==> config.mk <==
export PLATFORM = sky130hd
export DESIGN_NAME = top_k_selector_top
export DESIGN_NICKNAME = d
export VERILOG_FILES = /design/src/sv/tks_pkg.sv /design/src/sv/tks_ram.sv /design/src/sv/tks_ctrl.sv /design/src/sv/top_k_selector_top.sv
export VERILOG_INCLUDE_DIRS = /design/src /design/src/sv
export SDC_FILE = /design/constraint.sdc
export NUM_CORES = 2
export LEC_CHECK = 0
export BUFFER_PORTS_ARGS = -buffer_cell sky130_fd_sc_hd__buf_4
export CORE_MARGIN = 2
export CORE_UTILIZATION = 50
export DETAILED_ROUTE_END_ITERATION = 10
export PLACE_DENSITY_LB_ADDON = 0.2
export SLEW_MARGIN = 20
export SYNTH_ARGS = -nofsm -noshare
export SYNTH_HDL_FRONTEND = slang
export SYNTH_SLANG_ARGS = --single-unit
==> constraint.sdc <==
create_clock -name clk_i -period 19.1 [get_ports clk_i]
set_clock_uncertainty 0.05 [all_clocks]
set_input_delay 1.91 -clock clk_i [delete_from_list [all_inputs] [get_ports clk_i]]
set_output_delay 1.91 -clock clk_i [all_outputs]
set_load 0.02 [all_outputs]
==> src/sv/top_k_selector_top_defines.svh <==
// ----------------------------------------------------------------------------
// Top-k selector assertion macros
// Shared property forms for the concurrent checks of the selector.
// ----------------------------------------------------------------------------
`ifndef TOP_K_SELECTOR_TOP_DEFINES_SVH
`define TOP_K_SELECTOR_TOP_DEFINES_SVH

// Same-cycle implication, checked outside of reset.
`define TKS_ASSERT_IMP(lbl, ante, cons, msg) \
  lbl: assert property (@(posedge clk_i) disable iff (!rst_ni) (ante) |-> (cons)) \
    else $error(msg);

// Next-cycle implication, checked outside of reset.
`define TKS_ASSERT_NXT(lbl, ante, cons, msg) \
  lbl: assert property (@(posedge clk_i) disable iff (!rst_ni) (ante) |=> (cons)) \
    else $error(msg);

`endif

==> src/sv/tks_pkg.sv <==
// ----------------------------------------------------------------------------
// Top-k selector package
// Sizes, register indexes, shared types and the key ordering function.
// ----------------------------------------------------------------------------
package tks_pkg;

  localparam int CAPACITY = 16;
  localparam int IDX_W    = (CAPACITY > 1) ? $clog2(CAPACITY) : 1;
  localparam int CNT_W    = $clog2(CAPACITY + 1);
  localparam int ID_W     = 48;
  localparam int KEY_W    = 64;
  localparam int LIM_W    = 7;
  localparam int ENTRY_W  = ID_W + KEY_W;
  localparam int ADDR_W   = 3;
  localparam int DATA_W   = 32;

  localparam logic REG_KEEP_LIMIT = 1'b0;
  localparam logic REG_ASCENDING  = 1'b1;

  localparam logic KIND_OFFER = 1'b0;
  localparam logic KIND_FLUSH = 1'b1;

  typedef struct packed {
    logic [LIM_W-1:0] keep_limit;
    logic             ascending;
  } cfg_t;

  typedef struct packed {
    logic             busy;
    logic [CNT_W-1:0] count;
  } stat_t;

  typedef struct packed {
    logic [ID_W-1:0]  node_id;
    logic [KEY_W-1:0] key;
  } entry_t;

  // True when key a must be placed strictly before key b.
  function automatic logic better(input logic [KEY_W-1:0] a, input logic [KEY_W-1:0] b,
                                  input logic ascending);
    logic signed [KEY_W-1:0] sa;
    logic signed [KEY_W-1:0] sb;
    sa = a;
    sb = b;
    return ascending ? (sa < sb) : (sa > sb);
  endfunction

endpackage

==> src/sv/tks_ram.sv <==
// ----------------------------------------------------------------------------
// Generic RAM
// One write port and one read port with a registered read.
// ----------------------------------------------------------------------------
module tks_ram #(
  parameter int WIDTH = 8,
  parameter int DEPTH = 16
) (
  input  logic                                       clk_i,
  input  logic                                       we_i,
  input  logic [((DEPTH > 1) ? $clog2(DEPTH) : 1)-1:0] waddr_i,
  input  logic [WIDTH-1:0]                           wdata_i,
  input  logic [((DEPTH > 1) ? $clog2(DEPTH) : 1)-1:0] raddr_i,
  output logic [WIDTH-1:0]                           rdata_o
);

  logic [WIDTH-1:0] mem_q [DEPTH];
  logic [WIDTH-1:0] rdata_q;

  always_ff @(posedge clk_i) begin
    if (we_i) begin
      mem_q[waddr_i] <= wdata_i;
    end
    rdata_q <= mem_q[raddr_i];
  end

  assign rdata_o = rdata_q;

endmodule

==> src/sv/tks_ctrl.sv <==
// ----------------------------------------------------------------------------
// Top-k selector sequencer
// Inserts offers into the sorted store and streams it out on a flush.
// ----------------------------------------------------------------------------
module tks_ctrl (
  input  logic                      clk_i,
  input  logic                      rst_ni,
  input  tks_pkg::cfg_t             cfg_i,
  input  logic                      in_valid_i,
  output logic                      in_ready_o,
  input  logic                      kind_i,
  input  logic [tks_pkg::ID_W-1:0]  node_id_i,
  input  logic [tks_pkg::KEY_W-1:0] sort_key_i,
  output logic                      out_valid_o,
  input  logic                      out_ready_i,
  output logic [tks_pkg::ID_W-1:0]  out_node_id_o,
  output logic [tks_pkg::KEY_W-1:0] out_key_o,
  output logic                      last_o,
  output tks_pkg::stat_t            stat_o,
  output logic                      we_o,
  output logic [tks_pkg::IDX_W-1:0] waddr_o,
  output tks_pkg::entry_t           wdata_o,
  output logic [tks_pkg::IDX_W-1:0] raddr_o,
  input  tks_pkg::entry_t           rdata_i
);

  typedef enum logic [2:0] {
    ST_IDLE,
    ST_CHK_RD,
    ST_CHK_CMP,
    ST_INS_RD,
    ST_INS_CMP,
    ST_FL_RD,
    ST_FL_CAP
  } state_e;

  state_e                      state_q;
  logic [tks_pkg::CNT_W-1:0]   cnt_q;
  logic [tks_pkg::CNT_W-1:0]   new_cnt_q;
  logic [tks_pkg::IDX_W-1:0]   idx_q;
  logic [tks_pkg::IDX_W-1:0]   last_idx_q;
  tks_pkg::entry_t             new_q;
  logic                        oval_q;
  tks_pkg::entry_t             out_q;
  logic                        olast_q;

  logic [tks_pkg::CNT_W-1:0]   lim;
  logic [tks_pkg::CNT_W-1:0]   cnt_clamp;
  logic                        accept;
  logic                        hit;
  logic                        slot_free;

  assign lim = (cfg_i.keep_limit > tks_pkg::LIM_W'(tks_pkg::CAPACITY))
             ? tks_pkg::CNT_W'(tks_pkg::CAPACITY)
             : tks_pkg::CNT_W'(cfg_i.keep_limit);
  assign cnt_clamp = (cnt_q > lim) ? lim : cnt_q;
  assign in_ready_o = (state_q == ST_IDLE);
  assign accept = in_valid_i && in_ready_o;
  assign hit = tks_pkg::better(new_q.key, rdata_i.key, cfg_i.ascending);
  assign slot_free = !oval_q || out_ready_i;

  always_comb begin
    we_o = 1'b0;
    waddr_o = idx_q;
    wdata_o = new_q;
    raddr_o = idx_q;
    case (state_q)
      ST_INS_RD: begin
        raddr_o = idx_q - tks_pkg::IDX_W'(1);
        if (idx_q == '0) begin
          we_o = 1'b1;
        end
      end
      ST_INS_CMP: begin
        we_o = 1'b1;
        if (hit) begin
          wdata_o = rdata_i;
        end
      end
      default: begin
      end
    endcase
  end

  always_ff @(posedge clk_i or negedge rst_ni) begin
    if (!rst_ni) begin
      state_q    <= ST_IDLE;
      cnt_q      <= '0;
      new_cnt_q  <= '0;
      idx_q      <= '0;
      last_idx_q <= '0;
      new_q      <= '0;
      oval_q     <= 1'b0;
      out_q      <= '0;
      olast_q    <= 1'b0;
    end else begin
      if (oval_q && out_ready_i) begin
        oval_q <= 1'b0;
      end
      case (state_q)
        ST_IDLE: begin
          if (accept) begin
            new_q.node_id <= node_id_i;
            new_q.key     <= sort_key_i;
            if (kind_i == tks_pkg::KIND_OFFER) begin
              cnt_q <= cnt_clamp;
              if (lim == '0) begin
                state_q <= ST_IDLE;
              end else if (cnt_clamp < lim) begin
                idx_q     <= tks_pkg::IDX_W'(cnt_clamp);
                new_cnt_q <= cnt_clamp + tks_pkg::CNT_W'(1);
                state_q   <= ST_INS_RD;
              end else begin
                idx_q     <= tks_pkg::IDX_W'(lim - tks_pkg::CNT_W'(1));
                new_cnt_q <= lim;
                state_q   <= ST_CHK_RD;
              end
            end else begin
              if (cnt_clamp == '0) begin
                cnt_q <= '0;
              end else begin
                idx_q      <= '0;
                last_idx_q <= tks_pkg::IDX_W'(cnt_clamp - tks_pkg::CNT_W'(1));
                state_q    <= ST_FL_RD;
              end
            end
          end
        end
        ST_CHK_RD: begin
          state_q <= ST_CHK_CMP;
        end
        ST_CHK_CMP: begin
          state_q <= hit ? ST_INS_RD : ST_IDLE;
        end
        ST_INS_RD: begin
          if (idx_q == '0) begin
            cnt_q   <= new_cnt_q;
            state_q <= ST_IDLE;
          end else begin
            state_q <= ST_INS_CMP;
          end
        end
        ST_INS_CMP: begin
          if (hit) begin
            idx_q   <= idx_q - tks_pkg::IDX_W'(1);
            state_q <= ST_INS_RD;
          end else begin
            cnt_q   <= new_cnt_q;
            state_q <= ST_IDLE;
          end
        end
        ST_FL_RD: begin
          if (slot_free) begin
            state_q <= ST_FL_CAP;
          end
        end
        ST_FL_CAP: begin
          oval_q  <= 1'b1;
          out_q   <= rdata_i;
          olast_q <= (idx_q == last_idx_q);
          if (idx_q == last_idx_q) begin
            cnt_q   <= '0;
            state_q <= ST_IDLE;
          end else begin
            idx_q   <= idx_q + tks_pkg::IDX_W'(1);
            state_q <= ST_FL_RD;
          end
        end
        default: begin
          state_q <= ST_IDLE;
        end
      endcase
    end
  end

  assign out_valid_o   = oval_q;
  assign out_node_id_o = out_q.node_id;
  assign out_key_o     = out_q.key;
  assign last_o        = olast_q;
  assign stat_o.busy   = (state_q != ST_IDLE);
  assign stat_o.count  = cnt_q;

endmodule

==> src/sv/top_k_selector_top.sv <==
// ----------------------------------------------------------------------------
// Top-k selector
// Keeps the best entries of a candidate stream and flushes them in order.
// ----------------------------------------------------------------------------
// Input items arrive on in_valid_i/in_ready_o. kind_i low offers a candidate
// (node_id_i, sort_key_i); kind_i high flushes the kept entries. Results leave
// on out_valid_o/out_ready_i, one item per kept entry, best first, with
// last_o on the final one. The APB port sets keep_limit and ascending_order
// and must only be written while the block is idle.
// The kept entries live sorted in one RAM with a registered read.
// An offer is taken in the idle state. When the store is full, the worst
// entry is read and compared first; an offer not strictly better, or any
// offer while keep_limit is 0, is dropped. A kept offer walks up the store
// with a read and a compare per entry it moves past, then is written in
// place. A flush reads and sends the kept entries one at a time.
// A stalled receiver holds the flush with the pending item in the output
// register; offers are still taken while an item waits there.
// Reset empties the store, sets keep_limit to 16 and ascending_order to 1.
// ----------------------------------------------------------------------------
`include "top_k_selector_top_defines.svh"

module top_k_selector_top (
  input  logic                        clk_i,
  input  logic                        rst_ni,
  input  logic                        psel,
  input  logic                        penable,
  input  logic                        pwrite,
  input  logic [tks_pkg::ADDR_W-1:0]  paddr,
  input  logic [tks_pkg::DATA_W-1:0]  pwdata,
  output logic [tks_pkg::DATA_W-1:0]  prdata,
  output logic                        pready,
  input  logic                        in_valid_i,
  output logic                        in_ready_o,
  input  logic                        kind_i,
  input  logic [tks_pkg::ID_W-1:0]    node_id_i,
  input  logic signed [tks_pkg::KEY_W-1:0] sort_key_i,
  output logic                        out_valid_o,
  input  logic                        out_ready_i,
  output logic [tks_pkg::ID_W-1:0]    out_node_id_o,
  output logic signed [tks_pkg::KEY_W-1:0] out_key_o,
  output logic                        last_o
);

  tks_pkg::cfg_t             cfg_q;
  tks_pkg::stat_t            stat;
  logic                      we;
  logic [tks_pkg::IDX_W-1:0] waddr;
  logic [tks_pkg::IDX_W-1:0] raddr;
  tks_pkg::entry_t           wdata;
  tks_pkg::entry_t           rdata;
  logic                      cfg_wr;

  assign pready = 1'b1;
  assign cfg_wr = psel && penable && pwrite && pready;

  always_ff @(posedge clk_i or negedge rst_ni) begin
    if (!rst_ni) begin
      cfg_q.keep_limit <= tks_pkg::LIM_W'(16);
      cfg_q.ascending  <= 1'b1;
    end else if (cfg_wr) begin
      case (paddr[2])
        tks_pkg::REG_KEEP_LIMIT: cfg_q.keep_limit <= pwdata[tks_pkg::LIM_W-1:0];
        tks_pkg::REG_ASCENDING:  cfg_q.ascending  <= pwdata[0];
        default: begin
        end
      endcase
    end
  end

  always_comb begin
    case (paddr[2])
      tks_pkg::REG_KEEP_LIMIT: prdata = tks_pkg::DATA_W'(cfg_q.keep_limit);
      tks_pkg::REG_ASCENDING:  prdata = tks_pkg::DATA_W'(cfg_q.ascending);
      default:                 prdata = '0;
    endcase
  end

  tks_ctrl u_ctrl (
    .clk_i         (clk_i),
    .rst_ni        (rst_ni),
    .cfg_i         (cfg_q),
    .in_valid_i    (in_valid_i),
    .in_ready_o    (in_ready_o),
    .kind_i        (kind_i),
    .node_id_i     (node_id_i),
    .sort_key_i    (sort_key_i),
    .out_valid_o   (out_valid_o),
    .out_ready_i   (out_ready_i),
    .out_node_id_o (out_node_id_o),
    .out_key_o     (out_key_o),
    .last_o        (last_o),
    .stat_o        (stat),
    .we_o          (we),
    .waddr_o       (waddr),
    .wdata_o       (wdata),
    .raddr_o       (raddr),
    .rdata_i       (rdata)
  );

  tks_ram #(
    .WIDTH (tks_pkg::ENTRY_W),
    .DEPTH (tks_pkg::CAPACITY)
  ) u_ram (
    .clk_i   (clk_i),
    .we_i    (we),
    .waddr_i (waddr),
    .wdata_i (wdata),
    .raddr_i (raddr),
    .rdata_o (rdata)
  );

  `TKS_ASSERT_IMP(a_count_bound, 1'b1, stat.count <= tks_pkg::CNT_W'(tks_pkg::CAPACITY), "kept count above capacity")
  `TKS_ASSERT_NXT(a_offer_silent, in_valid_i && in_ready_o && !kind_i && !out_valid_o, !out_valid_o, "offer produced an item")
  `TKS_ASSERT_IMP(a_ready_idle, in_ready_o, !stat.busy, "input ready while sequencer busy")

endmodule
==> flow_metrics.env <==
export IMPL_status="finished with violations"
export IMPL_violations="design-rule violations"
export IMPL_cp_required_ps=19560
export IMPL_io_buffers=249
export IMPL_num_rows=149
export IMPL_avgSynthCellArea_um2=21.19
export IMPL_synth_seq_area_share_pct=75.14
export IMPL_yosys_area_share_simple_pct=2.039
export IMPL_place_gp_congestion=0.7962
export IMPL_leakage_nw=32.43
export IMPL_fmax_ghz=0.1741
export IMPL_grt_pass1_wl_um=275900
export IMPL_fin_crit_sh_pct=30.06
export IMPL_ys_warn_count=0
export IMPL_clk_pin_slew_ps=60
export IMPL_antenna_found_initial=3
export IMPL_synth_compound_area_share_pct=1.263
export IMPL_met2_usage_pct=36.35
export IMPL_ctsLongestPathBuffers=3
export IMPL_hold_class="flop to flop"
export IMPL_drt_wl_total_um=189400
export IMPL_worst_path_max_fanout=47
export IMPL_layout_commonest_cell="edfxtp_1"
export IMPL_synth_edff_count=1792
export IMPL_ys_seq_elements=2159
export IMPL_synth_xor_area_share_pct=0.1581
export IMPL_period_needed_ps=5742
export IMPL_grt_ovfl_total=0
export IMPL_tns_ps=0
export IMPL_relSlewSlack_pct=24.98
export IMPL_whs_path_depth=2
export IMPL_drtPass1Iterations=10
export IMPL_cts_tree="built"
export IMPL_ir_worst_vdd_mv=0.1608
export IMPL_clockRootBuffer="clkbuf_16"
export IMPL_core_region_area_um2=165000
export IMPL_grtUsageTotal_pct=22.58
export IMPL_worst_r2r_startpoint="u_ctrl.new_q[46]"
export IMPL_mostFrequentLayoutCells="1792 x edfxtp_1, 560 x mux4_2, 306 x buf_4, 253 x dfrtp_1, 252 x nand2_1"
export IMPL_remaining_drc_errors=2
export IMPL_finalNetCount=4505
export IMPL_boundaryPins=303
export IMPL_avgRoutedWirePerCell_um=28.48
export IMPL_synth_adder_area_share_pct=1.235
export IMPL_n_fill_cell=12120
export IMPL_met1_usage_pct=31.69
export IMPL_syn_cell_area_um2=83100
export IMPL_reg2reg_slack_ps=13360
export IMPL_ant_nets=0
export IMPL_grt_max_degree=145
export IMPL_grt_busiest_layer="met2"
export IMPL_ys_async_sr_fraction_pct=11.81
export IMPL_hpwl_um=96560
export IMPL_grt_pass1_vias=40630
export IMPL_power_density_nw_per_um2=174.4
export IMPL_setup_viol=0
export IMPL_drv_cap=0
export IMPL_design_die_area_um2=169500
export IMPL_cp_arrival_ps=6200
export IMPL_syn_inst=3921
export IMPL_cts_sinks=2159
export IMPL_drv_slew=0
export IMPL_cts_setup_buffers=0
export IMPL_die_height_um=411.7
export IMPL_yosys_most_used_dff="edfxtp_1"
export IMPL_worstSetupEndpointType="flop"
export IMPL_tritoncts_num_buffers=214
export IMPL_min_to="u_ctrl.out_node_id_o[41]"
export IMPL_clk_latency_ps=870
export IMPL_hold_viol_final=0
export IMPL_cp_start_kind="flop"
export IMPL_critical_path_class="flop to flop"
export IMPL_post_route_util_pct=57.38
export IMPL_ys_types=64
export IMPL_met3_usage_pct=4.349
export IMPL_die_w_um=411.7
export IMPL_rsz0062_at_grt="no"
export IMPL_drive_gt1_share_pct=30.98
export IMPL_syn_to_final_growth_pct=13.94
export IMPL_viasPerCell=5.911
export IMPL_start_util_pct=50.36
export IMPL_cts_htree_levels=4
export IMPL_worst_pin_slew_ps=1125
export IMPL_synth_top_family_by_area="multiplexers"
export IMPL_drtIter0Drc=4456
export IMPL_synthMuxAreaShare_pct=18.57
export IMPL_cts_resized=0
export IMPL_reg2regPathDepth=11
export IMPL_timing_rr_end="u_ram.mem_q[6][53]"
export IMPL_ctsHoldBuffers=0
export IMPL_min_from="u_ram.rdata_o[105]"
export IMPL_vias=39320
==> sequential cells by signal, summed over array words and instances (netlist names) <==
name and flops:
u_ctrl.last_o 1, u_ctrl.last_idx_q 4, u_ctrl.out_valid_o 1, u_ram.rdata_o 112, u_ctrl.new_q 112, u_ram.mem_q 1792
u_ctrl.new_cnt_q 5, u_ctrl.waddr_o 4, u_ctrl.cnt_q 5, cfg_q 8, u_ctrl.out_key_o 64, u_ctrl.out_node_id_o 48
u_ctrl.state_q 3
==> routing by layer <==
metal / vias up / routed length, µm
li1: 16610 / -
met1: 21100 / 79520
met2: 1336 / 92760
met3: 268 / 12330
met4: 0 / 4837
met5: - / 0
==> worst max-delay path by stage <==
stage	from	to	slack [ps]	depth (start not counted)
after floorplan	u_ctrl.state_q[0]	u_ram.mem_q[0][0]	12000	4
after global placement	u_ctrl.new_q[46]	u_ram.mem_q[12][77]	13450	11
after detailed placement	u_ctrl.new_q[46]	u_ram.mem_q[12][73]	13350	11
after CTS	u_ctrl.new_q[46]	u_ram.mem_q[2][75]	13330	11
after global routing	u_ctrl.new_q[46]	u_ram.mem_q[9][65]	13110	11
final	u_ctrl.new_q[46]	u_ram.mem_q[6][53]	13360	11
==> power by group <==
part	total, mW	leakage, nW	switching [mW]	internal, mW
combinational	5.30	8.72	3.00	2.30
clock	4.18	3.49	1.79	2.39
sequential	7.03	20.2	0.369	6.66
total	16.5	32.4	5.16	11.4
==> metrics by stage <==
step                std cells  setup slack (ps)  hold slack, ps  total power, mW  cell area [µm²]
floorplan                3945             12000           358.7            10.80            83190
global placement         6239             13450           372.0            12.35            87480
detailed placement       6240             13350           369.4            12.48            87500
CTS                      6649             13330           379.4            16.67            94640
global route             6650             13110           401.1            17.30            94670
finish                   6651             13360           378.5            16.51            94680
==> critical path: stages (launching register included) <==
cell and delay (ps):
dfrtp_1 420, ha_1 370, nand4_1 210, nor4_1 700, nand3b_1 520, nor4_2 940, a2111oi_4 200, nand2_1 210
mux2i_1 160, nor2_4 170, buf_4 780, mux2_1 600
==> area by class of cell <==
cell class                      instances  area (µm²)  area share [%]
Antenna cell                            1       2.502        0.002643
Timing Repair Buffer                  316        2499           2.639
Multi-Input combinational cell       1493       19550           20.65
Clock inverter                        116        1171           1.237
Tap cell                             2189        2739           2.893
Clock buffer                          293        5963           6.299
Sequential cell                      2159       62440           65.95
Inverter                               84       315.3          0.3330
==> synthesized netlist by cell type, types with 48 or more instances <==
cell type,count,area (µm²)
dfxtp_1,112,2242
buf_2,48,240.2
o21ai_0,78,390.4
mux2_1,101,1137
mux4_2,560,12610
edfxtp_1,1792,53810
mux2_2,142,1599
clkbuf_1,114,427.9
dfrtp_1,253,6331
ha_1,82,1026
inv_1,83,311.6
nand2_1,253,949.7
==> kinds of logic (layout without fill, tap and decap cells) <==
| logic type | after synthesis | in the layout |
|---|---|---|
| AO/OA/AOI/OAI | 173 | 173 |
| XOR/XNOR | 15 | 15 |
| adder cells (fa/ha/maj) | 82 | 82 |
| buffers and inverters | 293 | 809 |
| flip-flops | 2159 | 2159 |
| multiplexers | 811 | 811 |
| other | 2 | 27 |
| AND/OR/NAND/NOR | 386 | 386 |
No activity file was read; power rests on OpenSTA's default activity.
